==> src/hw/rtl/tkrs_pkg.sv <==
`default_nettype none

package tkrs_pkg;

  localparam int unsigned KEY_W            = 50;
  localparam int unsigned ORD_W            = 6;
  localparam int unsigned MAX_RECORDS_DEF  = 32;
  localparam int unsigned SCORE_BITS_DEF   = 16;

endpackage

`default_nettype wire

==> src/hw/rtl/tkrs_ram.sv <==
`default_nettype none

module tkrs_ram #(
  parameter  int unsigned WIDTH = 8,
  parameter  int unsigned DEPTH = 32,
  localparam int unsigned AW    = (DEPTH > 1) ? $clog2(DEPTH) : 1
) (
  input  wire logic             clk_i,
  input  wire logic             we_i,
  input  wire logic [AW-1:0]    waddr_i,
  input  wire logic [WIDTH-1:0] wdata_i,
  input  wire logic [AW-1:0]    raddr_i,
  output logic      [WIDTH-1:0] rdata_o
);

  logic [WIDTH-1:0] mem_q [DEPTH];

  always_ff @(posedge clk_i) begin
    if (we_i) begin
      mem_q[waddr_i] <= wdata_i;
    end
    rdata_o <= mem_q[raddr_i];
  end

endmodule

`default_nettype wire

==> src/hw/rtl/two_key_record_sorter.sv <==
// after the final transfer each pass scans the stored records and then emits one ordinal,
// one pass per stored record, so a batch of n stored records yields n ordinals
// each pass reads every stored record once through the single read port of the record ram
// idle transfers store the records; busy stays high from the final transfer to the last ordinal
// the receiver cannot stall: each ordinal is shown for one cycle under valid_o
// reset clears the record count, drop flag and pick marks; ram contents are not cleared
`default_nettype none

module two_key_record_sorter
  import tkrs_pkg::*;
#(
  parameter int unsigned MAX_RECORDS = MAX_RECORDS_DEF,
  parameter int unsigned SCORE_BITS  = SCORE_BITS_DEF
) (
  input  wire logic                  clk_i,
  input  wire logic                  rst_ni,
  input  wire logic                  start,
  output logic                       busy,
  input  wire logic [KEY_W-1:0]      name_key_i,
  input  wire logic [SCORE_BITS-1:0] score_i,
  input  wire logic                  final_record_i,
  output logic                       valid_o,
  output logic [ORD_W-1:0]           ordinal_o,
  output logic                       last_result_o,
  output logic                       overflowed_o
);

  localparam int unsigned AW = $clog2(MAX_RECORDS);
  localparam int unsigned CW = $clog2(MAX_RECORDS + 1);
  localparam int unsigned IW = AW + 1;
  localparam int unsigned DW = KEY_W + SCORE_BITS;

  typedef enum logic [1:0] {
    ST_IDLE,
    ST_SCAN,
    ST_DRAIN
  } state_e;

  state_e                  state_q;
  logic [CW-1:0]           cnt_q;
  logic [CW-1:0]           emit_q;
  logic                    drop_q;
  logic [MAX_RECORDS-1:0]  used_q;
  logic [AW-1:0]           addr_q;
  logic                    pend_q;
  logic [AW-1:0]           pend_idx_q;
  logic                    best_vld_q;
  logic [KEY_W-1:0]        best_key_q;
  logic [SCORE_BITS-1:0]   best_score_q;
  logic [AW-1:0]           best_idx_q;

  logic [KEY_W-1:0]        best_key_d;
  logic [SCORE_BITS-1:0]   best_score_d;
  logic [AW-1:0]           best_idx_d;
  logic [IW-1:0]           ord_sum;

  logic                    xfer;
  logic                    ram_we;
  logic [DW-1:0]           ram_rdata;
  logic [KEY_W-1:0]        rd_key;
  logic [SCORE_BITS-1:0]   rd_score;
  logic                    take;
  logic                    scan_end;
  logic                    pass_last;

  assign busy   = (state_q != ST_IDLE);
  assign xfer   = start && !busy;
  assign ram_we = xfer && (cnt_q < CW'(MAX_RECORDS));

  tkrs_ram #(
    .WIDTH (DW),
    .DEPTH (MAX_RECORDS)
  ) u_rec_ram (
    .clk_i   (clk_i),
    .we_i    (ram_we),
    .waddr_i (cnt_q[AW-1:0]),
    .wdata_i ({name_key_i, score_i}),
    .raddr_i (addr_q),
    .rdata_o (ram_rdata)
  );

  assign rd_key   = ram_rdata[DW-1:SCORE_BITS];
  assign rd_score = ram_rdata[SCORE_BITS-1:0];

  always_comb begin
    take = pend_q && !used_q[pend_idx_q] &&
           (!best_vld_q || (rd_key < best_key_q) ||
            ((rd_key == best_key_q) && (rd_score > best_score_q)));
    best_key_d   = take ? rd_key     : best_key_q;
    best_score_d = take ? rd_score   : best_score_q;
    best_idx_d   = take ? pend_idx_q : best_idx_q;
    ord_sum      = {1'b0, best_idx_d} + IW'(1);
    scan_end     = ((CW'(addr_q) + CW'(1)) == cnt_q);
    pass_last    = ((emit_q + CW'(1)) == cnt_q);
  end

  always_ff @(posedge clk_i or negedge rst_ni) begin
    if (!rst_ni) begin
      state_q       <= ST_IDLE;
      cnt_q         <= '0;
      emit_q        <= '0;
      drop_q        <= 1'b0;
      used_q        <= '0;
      addr_q        <= '0;
      pend_q        <= 1'b0;
      pend_idx_q    <= '0;
      best_vld_q    <= 1'b0;
      best_key_q    <= '0;
      best_score_q  <= '0;
      best_idx_q    <= '0;
      valid_o       <= 1'b0;
      ordinal_o     <= '0;
      last_result_o <= 1'b0;
      overflowed_o  <= 1'b0;
    end else begin
      valid_o      <= 1'b0;
      pend_q       <= (state_q == ST_SCAN);
      pend_idx_q   <= addr_q;
      best_key_q   <= best_key_d;
      best_score_q <= best_score_d;
      best_idx_q   <= best_idx_d;
      if (take) begin
        best_vld_q <= 1'b1;
      end
      unique case (state_q)
        ST_IDLE: begin
          if (xfer) begin
            if (ram_we) begin
              cnt_q <= cnt_q + CW'(1);
            end else begin
              drop_q <= 1'b1;
            end
            if (final_record_i) begin
              state_q    <= ST_SCAN;
              addr_q     <= '0;
              emit_q     <= '0;
              best_vld_q <= 1'b0;
            end
          end
        end
        ST_SCAN: begin
          if (scan_end) begin
            state_q <= ST_DRAIN;
          end else begin
            addr_q <= addr_q + AW'(1);
          end
        end
        ST_DRAIN: begin
          valid_o       <= 1'b1;
          ordinal_o     <= ORD_W'(ord_sum);
          last_result_o <= pass_last;
          overflowed_o  <= drop_q;
          addr_q        <= '0;
          best_vld_q    <= 1'b0;
          if (pass_last) begin
            state_q <= ST_IDLE;
            cnt_q   <= '0;
            drop_q  <= 1'b0;
            used_q  <= '0;
            emit_q  <= '0;
          end else begin
            state_q            <= ST_SCAN;
            used_q[best_idx_d] <= 1'b1;
            emit_q             <= emit_q + CW'(1);
          end
        end
        default: begin
          state_q <= ST_IDLE;
        end
      endcase
    end
  end

`ifndef SYNTH
  a_cnt_bound: assert property (@(posedge clk_i) disable iff (!rst_ni)
    cnt_q <= CW'(MAX_RECORDS))
    else $error("record count above capacity");

  a_drain_pend: assert property (@(posedge clk_i) disable iff (!rst_ni)
    (state_q == ST_DRAIN) |-> pend_q)
    else $error("drain without a pending read");

  a_no_adjacent: assert property (@(posedge clk_i) disable iff (!rst_ni)
    valid_o |=> !valid_o)
    else $error("results in adjacent cycles");

  a_mid_busy: assert property (@(posedge clk_i) disable iff (!rst_ni)
    (valid_o && !last_result_o) |-> busy)
    else $error("idle before batch end");

  a_batch_clear: assert property (@(posedge clk_i) disable iff (!rst_ni)
    (valid_o && last_result_o) |-> ((cnt_q == '0) && !drop_q && (used_q == '0)))
    else $error("batch state not cleared");
`endif

endmodule

`default_nettype wire
==> config.mk <==
export PLATFORM = sky130hd
export DESIGN_NAME = two_key_record_sorter
export DESIGN_NICKNAME = d
export VERILOG_FILES = /design/src/hw/rtl/tkrs_pkg.sv /design/src/hw/rtl/tkrs_ram.sv /design/src/hw/rtl/two_key_record_sorter.sv
export SDC_FILE = /design/constraint.sdc
export NUM_CORES = 2
export LEC_CHECK = 0
export ABC_AREA = 1
export BUFFER_PORTS_ARGS = -buffer_cell sky130_fd_sc_hd__buf_2
export CORE_UTILIZATION = 25
export DETAILED_ROUTE_END_ITERATION = 12
export PLACE_DENSITY = 0.41
export SLEW_MARGIN = 20
export SYNTH_ARGS = -nofsm -noshare
export SYNTH_HDL_FRONTEND = slang
export SYNTH_SLANG_ARGS = --single-unit
==> constraint.sdc <==
create_clock -name clk_i -period 5.61 [get_ports clk_i]
set_input_delay 0.561 -clock clk_i [delete_from_list [all_inputs] [get_ports clk_i]]
set_output_delay 0.561 -clock clk_i [all_outputs]
set_load 0.05 [all_outputs]
==> flow_summary.toml <==
[route]
vias = 58700
routed-wl-met2_um = 141000
top_layer_used = "met5"
avgViaCountPerCell = 4.82
dr.pass1.iters = 5
met3_length_um = 15300
drt-initial-drc-count = 5278
drtAntennaViolNets = 0
met1_length_um = 142000
drc = 0
wl_per_cell_um = 24.9
finalWirelength_um = 303000

[synthesis]
synth_area_leader_cell = "edfxtp_1"
yosysWarningCount = 0
syn_inst = 7141
synth_nets = 7287
synth.distinct_cells = 42
syn_avg_cell_area_sq_um = 12.8
synth_ff_type = "edfxtp_1"
ys_async_sr_fraction_pct = 6.00
yosysSeqAreaShare_pct = 74.9
synthTopCellsByArea = "edfxtp_1 (70%), o21ai_0 (6.9%), nor2_1 (5.7%), o22ai_1 (4.3%), dfrtp_1 (3.8%)"
netlist.area_leader.share_pct = 69.6
netlist_area_sq_um = 91100
ys_seq_elements = 2317
synth_edf_count = 2112

[worst_setup_path]
cp.required_ps = 6390
crit_type = "reg2reg"
slowest_stage = "dfrtp_1"
cp-start-kind = "register"
path_cells = "inv_2 -> o21ai_0 -> nand3_1 -> nand3_1 -> nand3_2 -> a21oi_4 -> nand2_8 -> nand2_1 -> nand2_1 -> inv_1 -> ha_1 -> inv_1 -> nor2_1 -> nand4_1 -> a21oi_1"
end_kind = "register"
cp_max_fo = 60
critPathTopFamily = "simple AND/OR/NAND/NOR gates"
arrival_ps = 4370
max_stage_delay_ps = 830
r2r_start = "pend_idx_q[0]$_DFF_PN0_"
worst-path-buf-inv = 3
startpoint = "pend_idx_q[0]$_DFF_PN0_"

[floorplan]
die_h_um = 606
top_level_ports = 80
core_sq_um = 363000
die-area_sq_um = 367000
fp.dieW_um = 606
num_rows = 221
start_util_pct = 25.1

[cts]
cts.sinks = 2317
cts_resized = 0
numCtsBuffers = 272
clk_pin_slew_ps = 60
h-tree-depth = 5
root_buffer = "clkbuf_16"
tritoncts = "yes"
ctsLongestPathBuffers = 4
clock_latency_ps = 880

[cells_and_area]
multi_input_area_sq_um = 20600
nNetsFinal = 7297
utilization_pct = 29.3
ff_latch_area_sq_um = 68200
areaGrowthSynthToFinish_pct = 16.7
drive_gt1_share_pct = 9.02
fillers = 36600

[sta]
slew_viol_final = 0
setup_viol = 0
max_freq_mhz = 278
hold_ws_ps = 167
post-route-period-util_pct = 64.0
skew_ps = 49.5
setup_ws_ps = 2020
slew_headroom_pct = 24.0
period_needed_ps = 3590
hold_viol = 0
rsz0062_at_grt = "no"
fin_setup_tns_ps = 0
tightest_slew_ps = 1140

[outcome]
status = "completed"

[placed_design]
detailedPlace.worstSlack_ps = 1910
post-dp-hpwl_um = 146000
port-buffer-count = 79
routabilityCongestion = 0.766

[power_and_ir_drop]
power_density_nw_per_um2 = 493
power_mw = 52.4
power_leakage_nw = 34.8
ir_drop_mv = 0.390

[flow_run]
drv_cap = 0

[min_path]
hold_path.class = "in2reg"
hp-start = "name_key_i[18]"

[global_routing]
antenna_found_initial = 54
grt_pass1_vias = 57300
grt_max_degree = 161
grt_pass1_wl_um = 433000
grtUsageTotal_pct = 16.2
gr-total-overflow = 0
## layer usage
layer	GRT usage [%]	vias up
met5	0	-
met4	3.57	20
met3	2.26	396
met2	26.1	1454
met1	22.9	30500
li1	-	26300
## layout make-up
cell class | instances | share of cell area [%]
timing repair buffer | 221 | 2.14
antenna | 15 | 0.0353
sequential | 2317 | 64.2
tap | 4794 | 5.64
clock inverter | 134 | 1.20
inverter | 165 | 0.618
multi-input combinational | 4174 | 19.4
clock buffer | 348 | 6.78
## cell usage after synthesis (all sizes together), types with 6 or more instances
| cell type | n |
|---|---|
| buf | 73 |
| nand4 | 26 |
| xor2 | 9 |
| o31ai | 27 |
| dfrtp | 139 |
| nand3 | 74 |
| o22ai | 624 |
| clkbuf | 412 |
| nand2 | 449 |
| a21oi | 196 |
| inv | 162 |
| dfxtp | 66 |
| ha | 76 |
| nor3 | 6 |
| a32o | 9 |
| nor2 | 1388 |
| o21ai | 1267 |
| edfxtp | 2112 |
| o211ai | 8 |
## sequential cells by signal, indices dropped and copies added (netlist names), 5 cells and up
name / flops
best_idx_q: 5
best_score_q: 16
ordinal_o: 6
used_q: 32
pend_idx_q: 5
cnt_q: 6
u_rec_ram.rdata_o: 66
addr_q: 5
emit_q: 6
best_key_q: 50
u_rec_ram.mem_q: 2112
## worst reg2reg max path, cell delays in order (launching register included)
cell,delay (ps)
dfrtp_1,830
inv_2,160
o21ai_0,210
nand3_1,100
nand3_1,90
nand3_2,90
a21oi_4,320
nand2_8,280
nand2_1,150
nand2_1,160
inv_1,120
ha_1,150
inv_1,40
nor2_1,500
nand4_1,160
a21oi_1,150
## kinds of logic (layout without fill, tap and decap cells)
family | after synthesis | after routing | share of synthesized area [%]
AOI/OAI and AO/OA | 2141 | 2141 | 12.8
xor gates and xnor gates | 12 | 12 | 0.115
adders and majority gates | 76 | 76 | 1.04
buffers and inverters | 650 | 868 | 2.80
DFF | 2317 | 2317 | 74.9
other | 0 | 15 | 0
and+or+nand+nor | 1945 | 1945 | 8.30
## power by group
part | internal [mW] | total, mW | switching, mW
Combinational | 4.18 | 14.9 | 10.7
Clock | 10.0 | 17.2 | 7.18
Sequential | 19.8 | 20.3 | 0.532
## path summary, 6_finish.rpt
check,endpoint,slack [ps],cells after the start
setup / recovery,used_q[8]$_DFFE_PN0P_,2020,15
hold / removal,u_rec_ram.mem_q[0][34]$_DFFE_PP_,170,1
setup reg to reg,used_q[8]$_DFFE_PN0P_,2020,15
hold reg to reg,best_key_q[5]$_DFFE_PN0N_,480,2
max in group asynchronous,best_key_q[46]$_DFFE_PN0N_,3850,3
min in group asynchronous,emit_q[5]$_DFFE_PN0P_,410,2
## repair_timing
item	CTS	global route
endpoints found under the hold margin	89	0
setup buffers	0	0
hold buffers	1	0
## layout by cell type (no fill, tap or decap), types with 78 or more instances in the layout
| cell type | synthesis | final |
|---|---|---|
| nand2_1 | 438 | 438 |
| dfrtp_1 | 139 | 134 |
| nor2_1 | 1385 | 1353 |
| edfxtp_1 | 2112 | 2112 |
| buf_2 | 29 | 78 |
| clkbuf_16 | 0 | 276 |
| a21oi_1 | 190 | 190 |
| o21ai_0 | 1264 | 1264 |
| o22ai_1 | 624 | 624 |
| inv_1 | 159 | 157 |
## stage by stage
step,instances,instance area [sq um]
2_1_floorplan,7141,91100
3_3_place_gp,11700,97700
3_5_place_dp,11700,97700
4_1_cts,12200,106000
5_1_grt,12200,106000
6_report,12200,106000
Power figures use the tool's default switching activity.
